File: src/sv/swq_pkg.sv
// Package for the skin weight quantizer: payload structs, constants,
// controller/datapath command and status types. No dependencies.
package swq_pkg;

   localparam int MaxInfluencesIn  = 16;
   localparam int MaxInfluencesOut = 8;
   localparam int MapDepth         = 256;
   localparam logic [3:0] InflOutReset = 4'd4;
   localparam logic [7:0] WeightFull   = 8'hff;

   localparam logic CmdMapWrite = 1'b0;
   localparam logic CmdInfl     = 1'b1;

   typedef struct packed {
      logic        cmd;
      logic [7:0]  mesh_bone;
      logic        bone_invalid;
      logic [15:0] weight;
      logic [7:0]  map_shader_index;
      logic        last_influence;
   } req_type;

   typedef struct packed {
      logic [7:0] shader_bone;
      logic [7:0] quant_weight;
      logic       index_error;
      logic       last_out;
   } rsp_type;

   typedef struct packed {
      logic take_item;    // register accepted item
      logic sel_clear;    // start selection
      logic sel_scan;     // examine one buffer slot
      logic sel_pick;     // latch winner into output slot
      logic div_start;    // start divider on current slot
      logic div_step;     // one division step
      logic emit_load;    // advance to next output slot
      logic vert_done;    // clear influence count
   } cmd_type;

   typedef struct packed {
      logic is_map;
      logic is_last;
      logic scan_end;     // scanned all slots
      logic pick_end;     // all output slots picked
      logic div_end;      // last division step
      logic emit_end;     // last output slot
   } status_type;

endpackage

File: src/sv/swq_datapath.sv
// Datapath: bone map memory, influence buffer, serial selection,
// restoring divider and combinational result output. Uses swq_pkg.
module swq_datapath #(
   parameter int MAX_IN  = swq_pkg::MaxInfluencesIn,
   parameter int MAX_OUT = swq_pkg::MaxInfluencesOut,
   parameter int DEPTH   = swq_pkg::MapDepth
) (
   input  logic                clock,
   input  logic                reset,
   input  swq_pkg::req_type    req_data,
   input  logic [3:0]          n_out,
   input  swq_pkg::cmd_type    cmd,
   output swq_pkg::status_type stat,
   output swq_pkg::rsp_type    rsp_next
);
   localparam int IW = (MAX_IN > 1) ? $clog2(MAX_IN) : 1;
   localparam int CW = $clog2(MAX_IN + 1);
   localparam int OW = (MAX_OUT > 1) ? $clog2(MAX_OUT) : 1;
   localparam int NW = $clog2(MAX_OUT + 1);
   localparam int AW = (DEPTH > 1) ? $clog2(DEPTH) : 1;
   localparam int SW = 16 + NW;   // sum width
   localparam int QW = 9;         // quotient bits (< 512)
   localparam int DW = SW + 1 + QW;

   swq_pkg::req_type item_ff;
   logic [7:0]  map_mem [DEPTH];
   logic [7:0]  map_rd_ff;
   logic [7:0]  buf_bone [MAX_IN];
   logic        buf_inv  [MAX_IN];
   logic [15:0] buf_w    [MAX_IN];
   logic [MAX_IN-1:0] used_ff, used_in;
   logic [CW-1:0] count_ff, count_in;
   logic [IW-1:0] scan_ff;
   logic          have_ff;
   logic [IW-1:0] best_ff;
   logic [NW-1:0] n_eff;
   logic [7:0]  sel_bone [MAX_OUT];
   logic        sel_inv  [MAX_OUT];
   logic [15:0] sel_w    [MAX_OUT];
   logic [OW-1:0] pick_ff, emit_ff;
   logic [SW-1:0] total_ff;
   logic [DW-1:0] rem_ff;       // partial remainder / numerator
   logic [QW-1:0] quo_ff;
   logic [3:0]    step_ff;
   logic [7:0]    budget_ff;
   logic [SW+1:0] den;
   logic [SW+1:0] trial;
   logic [QW-1:0] qclamp;
   logic [7:0]    q8;
   logic [CW-1:0] scan_lim;

   always_comb begin
      if (n_out == 4'd0) n_eff = NW'(1);
      else if ({28'd0, n_out} > MAX_OUT) n_eff = NW'(MAX_OUT);
      else n_eff = NW'(n_out);
   end

   always_ff @(posedge clock) begin
      if (cmd.take_item) item_ff <= req_data;
      if (cmd.take_item && req_data.cmd == swq_pkg::CmdMapWrite &&
          {24'd0, req_data.mesh_bone} < DEPTH)
         map_mem[req_data.mesh_bone[AW-1:0]] <= req_data.map_shader_index;
      if (cmd.take_item && req_data.cmd == swq_pkg::CmdInfl && count_ff < CW'(MAX_IN)) begin
         buf_bone[count_ff[IW-1:0]] <= req_data.mesh_bone;
         buf_inv[count_ff[IW-1:0]]  <= req_data.bone_invalid;
         buf_w[count_ff[IW-1:0]]    <= req_data.weight;
      end
      map_rd_ff <= map_mem[sel_bone[emit_ff][AW-1:0]];
   end

   always_comb begin
      count_in = count_ff;
      if (cmd.vert_done) count_in = '0;
      else if (cmd.take_item && req_data.cmd == swq_pkg::CmdInfl &&
               count_ff < CW'(MAX_IN)) count_in = count_ff + CW'(1);
   end

   always_comb begin
      used_in = used_ff;
      if (cmd.sel_clear) used_in = '0;
      else if (cmd.sel_pick && have_ff) used_in[best_ff] = 1'b1;
   end

   assign scan_lim = count_ff;

   always_ff @(posedge clock) begin
      if (reset) begin
         count_ff <= '0;
         used_ff  <= '0;
      end else begin
         count_ff <= count_in;
         used_ff  <= used_in;
      end
   end

   // selection: one slot per cycle, strict greater keeps earliest
   always_ff @(posedge clock) begin
      if (cmd.sel_clear) begin
         pick_ff  <= '0;
         total_ff <= '0;
      end
      if (cmd.sel_clear || cmd.sel_pick) begin
         scan_ff <= '0;
         have_ff <= 1'b0;
      end else if (cmd.sel_scan) begin
         if ({1'b0, scan_ff} < {1'b0, scan_lim[IW-1:0]} || scan_lim == CW'(MAX_IN)) begin
            if (!used_ff[scan_ff] && (!have_ff || buf_w[scan_ff] > buf_w[best_ff])) begin
               best_ff <= scan_ff;
               have_ff <= 1'b1;
            end
         end
         scan_ff <= scan_ff + IW'(1);
      end
      if (cmd.sel_pick) begin
         if (have_ff) begin
            sel_bone[pick_ff] <= buf_bone[best_ff];
            sel_inv[pick_ff]  <= buf_inv[best_ff];
            sel_w[pick_ff]    <= buf_w[best_ff];
            total_ff <= total_ff + SW'(buf_w[best_ff]);
         end else begin
            sel_bone[pick_ff] <= '0;
            sel_inv[pick_ff]  <= 1'b1;
            sel_w[pick_ff]    <= '0;
         end
         pick_ff <= pick_ff + OW'(1);
      end
   end

   // restoring division: (2*w*255 + S) / (2*S), one quotient bit per step
   assign den   = {total_ff, 1'b0};
   assign trial = rem_ff[DW-1 -: SW+2] - den;

   always_ff @(posedge clock) begin
      if (cmd.sel_clear) begin
         emit_ff   <= '0;
         budget_ff <= swq_pkg::WeightFull;
      end
      if (cmd.div_start) begin
         rem_ff  <= DW'({sel_w[emit_ff], 9'd0} - {8'd0, sel_w[emit_ff], 1'b0}) + DW'(total_ff);
         quo_ff  <= '0;
         step_ff <= '0;
      end else if (cmd.div_step) begin
         if (rem_ff[DW-1 -: SW+2] >= den)
            rem_ff <= {trial[SW:0], rem_ff[QW-2:0], 1'b0};
         else
            rem_ff <= {rem_ff[DW-2:0], 1'b0};
         quo_ff  <= {quo_ff[QW-2:0], rem_ff[DW-1 -: SW+2] >= den};
         step_ff <= step_ff + 4'd1;
      end
      if (cmd.emit_load) begin
         if (!sel_inv[emit_ff]) budget_ff <= budget_ff - q8;
         emit_ff <= emit_ff + OW'(1);
      end
   end

   // numerator top bits start at zero: div_start places the numerator in the low bits of rem_ff
   assign qclamp = (quo_ff > {1'b0, budget_ff}) ? {1'b0, budget_ff} : quo_ff;
   assign q8 = (total_ff == '0) ? 8'd0 : qclamp[7:0];

   always_comb begin
      rsp_next = '0;
      rsp_next.last_out = ({{(NW-OW){1'b0}}, emit_ff} + NW'(1)) == n_eff;
      if (!sel_inv[emit_ff]) begin
         rsp_next.quant_weight = q8;
         if ({24'd0, sel_bone[emit_ff]} >= DEPTH) begin
            rsp_next.shader_bone = 8'hff;
            rsp_next.index_error = 1'b1;
         end else begin
            rsp_next.shader_bone = map_rd_ff;
            rsp_next.index_error = map_rd_ff == 8'hff;
         end
      end
   end

   assign stat.is_map   = item_ff.cmd == swq_pkg::CmdMapWrite;
   assign stat.is_last  = item_ff.last_influence;
   assign stat.scan_end = scan_ff == IW'(MAX_IN - 1);
   assign stat.pick_end = ({{(NW-OW){1'b0}}, pick_ff} + NW'(1)) == n_eff;
   assign stat.div_end  = step_ff == 4'(QW - 1);
   assign stat.emit_end = rsp_next.last_out;

endmodule

File: src/sv/swq_control.sv
// Controller state machine: sequences capture, selection, division
// and result handoff. Uses swq_pkg.
module swq_control (
   input  logic                clock,
   input  logic                reset,
   input  logic                req_valid,
   output logic                req_ready,
   output logic                rsp_valid,
   input  logic                rsp_ready,
   input  swq_pkg::status_type stat,
   output swq_pkg::cmd_type    cmd
);
   typedef enum logic [6:0] {
      IDLE  = 7'b0000001,
      DECO  = 7'b0000010,
      SCAN  = 7'b0000100,
      PICK  = 7'b0001000,
      DIVS  = 7'b0010000,
      LOAD  = 7'b0100000,
      SEND  = 7'b1000000
   } state_type;

   state_type state_ff, state_in;

   assign req_ready = state_ff == IDLE;
   assign rsp_valid = state_ff == SEND;

   always_comb begin
      cmd = '0;
      state_in = state_ff;
      unique case (state_ff)
         IDLE: begin
            if (req_valid) begin
               cmd.take_item = 1'b1;
               state_in = DECO;
            end
         end
         DECO: begin
            if (stat.is_map || !stat.is_last) state_in = IDLE;
            else begin
               cmd.sel_clear = 1'b1;
               state_in = SCAN;
            end
         end
         SCAN: begin
            cmd.sel_scan = 1'b1;
            if (stat.scan_end) state_in = PICK;
         end
         PICK: begin
            cmd.sel_pick = 1'b1;
            if (stat.pick_end) state_in = LOAD;
            else state_in = SCAN;
         end
         LOAD: begin
            cmd.div_start = 1'b1;
            state_in = DIVS;
         end
         DIVS: begin
            cmd.div_step = 1'b1;
            if (stat.div_end) state_in = SEND;
         end
         SEND: begin
            if (rsp_ready) begin
               cmd.emit_load = 1'b1;
               if (stat.emit_end) begin
                  cmd.vert_done = 1'b1;
                  state_in = IDLE;
               end else state_in = LOAD;
            end
         end
         default: state_in = IDLE;
      endcase
   end

   always_ff @(posedge clock) begin
      if (reset) state_ff <= IDLE;
      else state_ff <= state_in;
   end

   assert property (@(posedge clock) disable iff (reset)
      cmd.take_item |=> state_ff == DECO)
      else $error("capture not followed by decode");
   assert property (@(posedge clock) disable iff (reset)
      rsp_valid && !rsp_ready |=> rsp_valid)
      else $error("result dropped");
   assert property (@(posedge clock) disable iff (reset)
      cmd.vert_done |=> req_ready)
      else $error("not idle after vertex");

endmodule

File: src/sv/skin_weight_quantizer.sv
// Skin weight quantizer top level: controller plus datapath.
// A map write or non-final influence is captured and decoded. A final
// influence is decoded, each output slot is filled by a scan of all buffer
// slots and a pick; each result is divided by restoring division and sent
// on rsp_ready. Synchronous active-high reset clears count, selection flags
// and FSM, sets nout_ff to InflOutReset; map, buffer undefined until written.
module skin_weight_quantizer #(
   parameter int MAX_IN  = swq_pkg::MaxInfluencesIn,
   parameter int MAX_OUT = swq_pkg::MaxInfluencesOut,
   parameter int DEPTH   = swq_pkg::MapDepth
) (
   input  logic             clock,
   input  logic             reset,
   input  logic             req_valid,
   output logic             req_ready,
   input  swq_pkg::req_type req_data,
   output logic             rsp_valid,
   input  logic             rsp_ready,
   output swq_pkg::rsp_type rsp_data,
   input  logic             csr_we,
   input  logic [3:0]       csr_wdata
);
   swq_pkg::cmd_type    cmd;
   swq_pkg::status_type stat;
   logic [3:0]          nout_ff;

   always_ff @(posedge clock) begin
      if (reset) nout_ff <= swq_pkg::InflOutReset;
      else if (csr_we) nout_ff <= csr_wdata;
   end

   swq_control u_ctl (
      .clock, .reset, .req_valid, .req_ready, .rsp_valid, .rsp_ready,
      .stat, .cmd
   );

   swq_datapath #(.MAX_IN(MAX_IN), .MAX_OUT(MAX_OUT), .DEPTH(DEPTH)) u_dp (
      .clock, .reset, .req_data, .n_out(nout_ff), .cmd, .stat,
      .rsp_next(rsp_data)
   );

endmodule
File: config.mk
export PLATFORM = sky130hd
export DESIGN_NAME = skin_weight_quantizer
export DESIGN_NICKNAME = d
export VERILOG_FILES = /design/src/sv/swq_pkg.sv /design/src/sv/swq_datapath.sv /design/src/sv/swq_control.sv /design/src/sv/skin_weight_quantizer.sv
export SDC_FILE = /design/constraint.sdc
export NUM_CORES = 2
export LEC_CHECK = 0
export BUFFER_PORTS_ARGS = -buffer_cell sky130_fd_sc_hd__buf_2
export CAP_MARGIN = 0
export CORE_UTILIZATION = 42
export CTS_CLUSTER_DIAMETER = 40
export DETAILED_ROUTE_END_ITERATION = 10
export PLACE_DENSITY = 0.66
export SYNTH_ARGS = -nofsm -noshare
export SYNTH_HDL_FRONTEND = slang
export SYNTH_SLANG_ARGS = --single-unit
File: constraint.sdc
create_clock -name clock -period 5.45 [get_ports clock]
set_input_delay 0.2725 -clock clock [delete_from_list [all_inputs] [get_ports clock]]
set_output_delay 0.2725 -clock clock [all_outputs]
set_load 0.005 [all_outputs]
# After elaboration in Yosys (flattened, before gate mapping)
# Memories as Yosys holds them, arrays and structs flattened. A register that Yosys moved wholly into a read port is not among the register bits.
# Index checks and enable logic that the tools add are counted.
# classes
n_addsub	12
magnitude_cmp	9
eq_ne	17
muxes	61
n_bitwise	7
n_reduce_logical	23
# ops
operator	count
$mux W30	3
$mux W20	3
$pmux W7 S7	1
$mux W8	6
$add A30 B20 Y30	1
$mux W4	7
$mux W7	4
$sub A25 B17 Y26	1
$ge A22 B21 Y1	1
$mux W1	22
$mux W3	7
$sub A21 B21 Y21	1
$add A20 B16 Y20	1
$logic_not A20 Y1	1
$mux W17	1
$gt A16 B16 Y1	1
$mux W16	1
$or A16 B16 Y16	1
$mux W6	2
$lt A4 B5 Y1 const B	2
$gt A9 B8 Y1	1
$add A3 B1 Y4 const B	2
$add A4 B1 Y4 const B	2
$eq A4 B4 Y1	2
32 further kinds	55
# totals
reg_bits	120
mem_bits_rw	2648
in_bits	44
output_inout_bits	20
mem_count	7
# memory_table
memory	depth	word_bits	rd	rd_ports_with_merged_regs	write_ports	line	rtl
u_dp.map_mem	256	8	1	1	1	swq_datapath.sv:26	logic [7:0] map_mem [DEPTH];
u_dp.buf_w	16	16	2	2	1	swq_datapath.sv:30	logic [15:0] buf_w [MAX_IN];
u_dp.buf_bone	16	8	1	1	1	swq_datapath.sv:28	logic [7:0] buf_bone [MAX_IN];
u_dp.sel_w	8	16	1	1	1	swq_datapath.sv:39	logic [15:0] sel_w [MAX_OUT];
u_dp.sel_bone	8	8	1	1	1	swq_datapath.sv:37	logic [7:0] sel_bone [MAX_OUT];
u_dp.buf_inv	16	1	1	1	1	swq_datapath.sv:29	logic buf_inv [MAX_IN];
1 more memories	-	-	-	-	-	-	

# Logic depth before layout (Yosys ltp)
# logic_depth
word_depth	9
ltp_mapped	26

# Hierarchy
# Synthesis repeated with hierarchy kept, for this count alone.
# hier_totals
cells_unflattened	6944
hier_area_um2	114524.8
# by_module_without_submodules
mod	n_inst	cells_each	area_each_um2	seq_area_each_um2
swq_datapath	1	6868	113820.4	82499.1
swq_control	1	63	560.5	140.1
skin_weight_quantizer	1	13	143.9	80.1

# Least setup slack after synthesis
# No wires, ideal clock.
# synth_timing
path_type	reg2reg
from	reg with a tool-made name
to	reg u_dp.rem_ff[22] (data pin)
arrival_ps	5242
t_required_ps	5180
path_slack_ps	-62
stages_incl_launch_ff	26
n_path_buf	6
synth_period_minus_slack_ps	5512
path_cell_list	dfxtp_1 -> buf_6 -> buf_2 -> buf_2 -> buf_2 -> buf_2 -> buf_1 -> mux4_2 -> mux2i_1 -> inv_1 -> ha_1 -> and4_1 -> and2_1 -> nand2_1 -> or4_4 -> nand2b_1 -> a21oi_1 -> xnor2_1 -> ha_1 -> and3_1 -> a21oi_1 -> o21ai_0 -> o41a_1 -> nand3_1 -> xor2_1 -> a21oi_1
# synth_rtl
item	line	rtl
to (signal assigned)	swq_datapath.sv:139	rem_ff <= DW'({sel_w[emit_ff], 9'd0} - {8'd0, sel_w[emit_ff], 1'b0}) + DW'(total_ff);
to (signal assigned)	swq_datapath.sv:144	rem_ff <= {trial[SW:0], rem_ff[QW-2:0], 1'b0};
to (signal assigned)	swq_datapath.sv:146	rem_ff <= {rem_ff[DW-2:0], 1'b0};
to (decl)	swq_datapath.sv:42	logic [DW-1:0] rem_ff;

==> metrics <==
vias in the first global route between 70k and 80k; syn_area_per_cell approximately 13 sq um; Worst Hold Class input pin to flip-flop; initial antenna violation count 15; CP Max Fanout 38; Root Driver clkbuf_16; cell area after layout 136000 sq um; leak pwr approximately 46 nW; Die H around 530 microns; sequential area share after synthesis 70.6%; RSZ-0062 raised after global routing false; relative slew slack 10.5%; Nets slightly above 9k; routed vias about 77k; total CTS buffers between 300 and 400; clock skew around 0.11 ns; Initial Util between 40% and 50%; via-per-instance ratio just under 6; H-tree levels 5; Worst-Skew Late Latency ~0.9 ns; Row Count 193; DRC 0; total track usage roughly 23%; CP Data Required Time roughly 6.3 ns; initial DRC count 9386; GRT overflow 0; setup slack, reg-to-reg between 0.15 and 0.2 ns; core area about 280000 sq um; Mapped Area between 100000 and 150000 sq um; Synth Net Count 8849; first-pass GRT wire length 488000 microns; startpoint types flip-flop; Die Area roughly 280000 sq um; Post-synth EDFFs between 2k and 3k; Yosys cell types 85; WL final 333000 microns; Tcrit/Tclk final a little under 100%; CP Data Arrival Time 6.11 ns; Slew Viols, Final 0; Ys Warns 0; Worst Setup Path Type flip-flop to flip-flop; max cap viols 0; Worst-path clk slew about 0.06 ns; async set-reset flop share out of synthesis 0%; PwrDens slightly above 400 nW/um^2; ys flop type edfxtp_1; Longest Clk Path Bufs 4; Tmin final 5.29 ns; Die Wd ~530 microns; Peak VDD IR ~260 uV; setup TNS 0 ns; Synth Instances just under 9k; Fill cells ~23k; Post-DRT Antenna Nets 0; CTS tree done; Placed Area around 120000 sq um; FF+latch count, synth around 2.8k; Worst Tran Pin Value ~1.3 ns; Crit. End Element flip-flop; DRT Pass-1 Iters 8; FMAX ~190 MHz; Clock Sinks 2787; outcome completed; Placer Congestion about 0.9; Hold Vio Cnt, Final 0; pin count of the biggest net entering global routing 171; Detail Placement HPWL between 200000 and 250000 microns; Area growth syn-to-layout 16.5%; Avg WL per Cell 25.6 microns; PortBufs 63; layout cells sized above 1 between 10 and 15%; Setup-failing EPs final 0; I/O pins 64
-- through the flow --
step,hold WS (ns),utilization (%),instances,setup WS [ns],power (mW)
2_1_floorplan,0.371,-,8692,0.0734,28.4
5_1_grt,0.0698,49.3,13000,0.0149,57.7
3_5_place_dp,0.461,44.5,12200,0.0578,31.3
3_3_place_gp,0.445,44.5,12200,-0.451,31.2
4_1_cts,0.0397,49.3,13000,0.0299,56.3
6_report,0.0253,49.3,13000,0.155,56.2
-- layout make-up --
class                      count  area (sq um)  area share (%)
sequential                  2787         82700            60.6
multi-input combinational   5272         32000            23.5
clock buffer                 410          9710            7.11
tap                         3705          4640            3.40
timing repair buffer         422          3760            2.76
clock inverter               274          3200            2.34
inverter                      96           360           0.264
antenna                       12          30.0          0.0220
-- critical path, cell delays in order (launching register included) --
cell      delay (ns)
dfxtp_4         0.66
buf_4           0.49
mux2_2          0.38
mux4_4          1.00
buf_12          0.32
nand2_1         0.08
and3_1          0.16
a311oi_1        0.05
a31oi_1         0.50
o21ai_0         0.21
nor3_1          0.63
a311oi_1        0.42
a31o_1          0.28
-- power by group --
part           internal, mW  switching (mW)  total [mW]
combinational          2.36            4.81        7.17
sequential             23.7           0.250        23.9
clock                  15.5            9.60        25.1
total                  41.5            14.7        56.2
-- logic make-up (layout without fill, tap and decap cells) --
group | after synthesis | in the layout | synth area share (%)
flops | 2787 | 2787 | 70.6
simple gates | 3893 | 3893 | 14.3
buf+inv | 633 | 1202 | 2.28
mux | 365 | 365 | 5.88
compound gates | 817 | 817 | 4.97
other cells | 0 | 12 | 0
fa+ha+maj | 113 | 113 | 1.23
xor+xnor | 84 | 84 | 0.644
-- cell usage in the layout (no fill, tap or decap), types with 19 or more instances in the layout --
master and n:
a311o_1 21, o21ai_0 99, clkinv_2 46, dfxtp_1 88
ha_1 109, inv_6 42, a21oi_1 147, edfxtp_1 2690
buf_2 56, a311oi_1 201, dlygate4sd3_1 44, a21o_1 29
nor3_1 62, bufinv_16 52, clkbuf_1 26, and2_1 21
mux4_2 252, nor2b_1 30, clkinv_4 42, nor2_1 415
xnor2_1 52, clkinv_1 37, clkinvlp_4 41, nand4_1 41
inv_1 94, and3_1 165, a32oi_1 19, mux2i_1 83
nand3_1 896, clkbuf_16 384, nand2b_1 21, xor2_1 31
a31oi_1 121, nand2_1 2134, buf_4 268, a211oi_1 32
buf_12 46
-- what timing repair did --
action | in CTS | in global routing
buffers inserted | 0 | 0
resized for setup | 0 | 3
setup endpoints to repair | 0 | 3
hold buffers | 44 | 0
hold endpoints to repair | 468 | 0
-- cells in the mapped netlist (19+ instances only) --
cell      count  area (sq um)
a211oi_1     32           240
a21o_1       29           218
a21oi_1     148           741
a311o_1      21           210
a311oi_1    201          1760
a31oi_1     121           757
a32oi_1      19           166
and2_1       21           131
and3_1      165          1030
buf_1       140           526
buf_2       199           996
clkbuf_1    190           713
dfxtp_1      97          1940
edfxtp_1   2690         80800
ha_1        109          1360
inv_1        94           353
mux2_2       19           214
mux2i_1      88           881
mux4_2      254          5720
nand2_1    2134          8010
nand2b_1     21           131
nand3_1     902          4510
nand4_1      41           257
nor2_1      433          1630
nor2b_1      30           188
nor3_1       72           360
nor4_1       19           119
o21ai_0      99           495
xnor2_1      52           455
xor2_1       31           272
-- state kept, by name, summed over array words and instances, names as in the netlist, 8 cells and up, named ones only --
register,cells
u_dp.total_ff,20
u_dp.buf_w,256
u_dp.map_mem,2048
u_dp.buf_inv,16
u_dp.rem_ff,30
u_dp.sel_w,128
u_dp.map_rd_ff,8
u_dp.quo_ff,9
u_dp.sel_bone,64
u_dp.sel_inv,8
u_dp.budget_ff,8
u_dp.buf_bone,128
u_dp.used_ff,16
-- worst paths after layout --
path               startpoint                    to  cells after the start
max                 flip-flop     u_dp.map_rd_ff[3]                     12
min               req_data[1]  u_dp.map_mem[172][0]                      1
max reg2reg         flip-flop     u_dp.map_rd_ff[3]                     12
min reg2reg  u_dp.used_ff[14]      u_dp.used_ff[14]                      2
-- metal layers --
metal / routed length [microns] / GRT usage, % / vias up
li1: - / - / 33200
met1: 133000 / 32.2 / 38600
met2: 152000 / 35.7 / 4244
met3: 33600 / 4.89 / 743
met4: 13300 / 9.40 / 10
met5: 66 / 0 / -
Power figures use the tool's default switching activity.
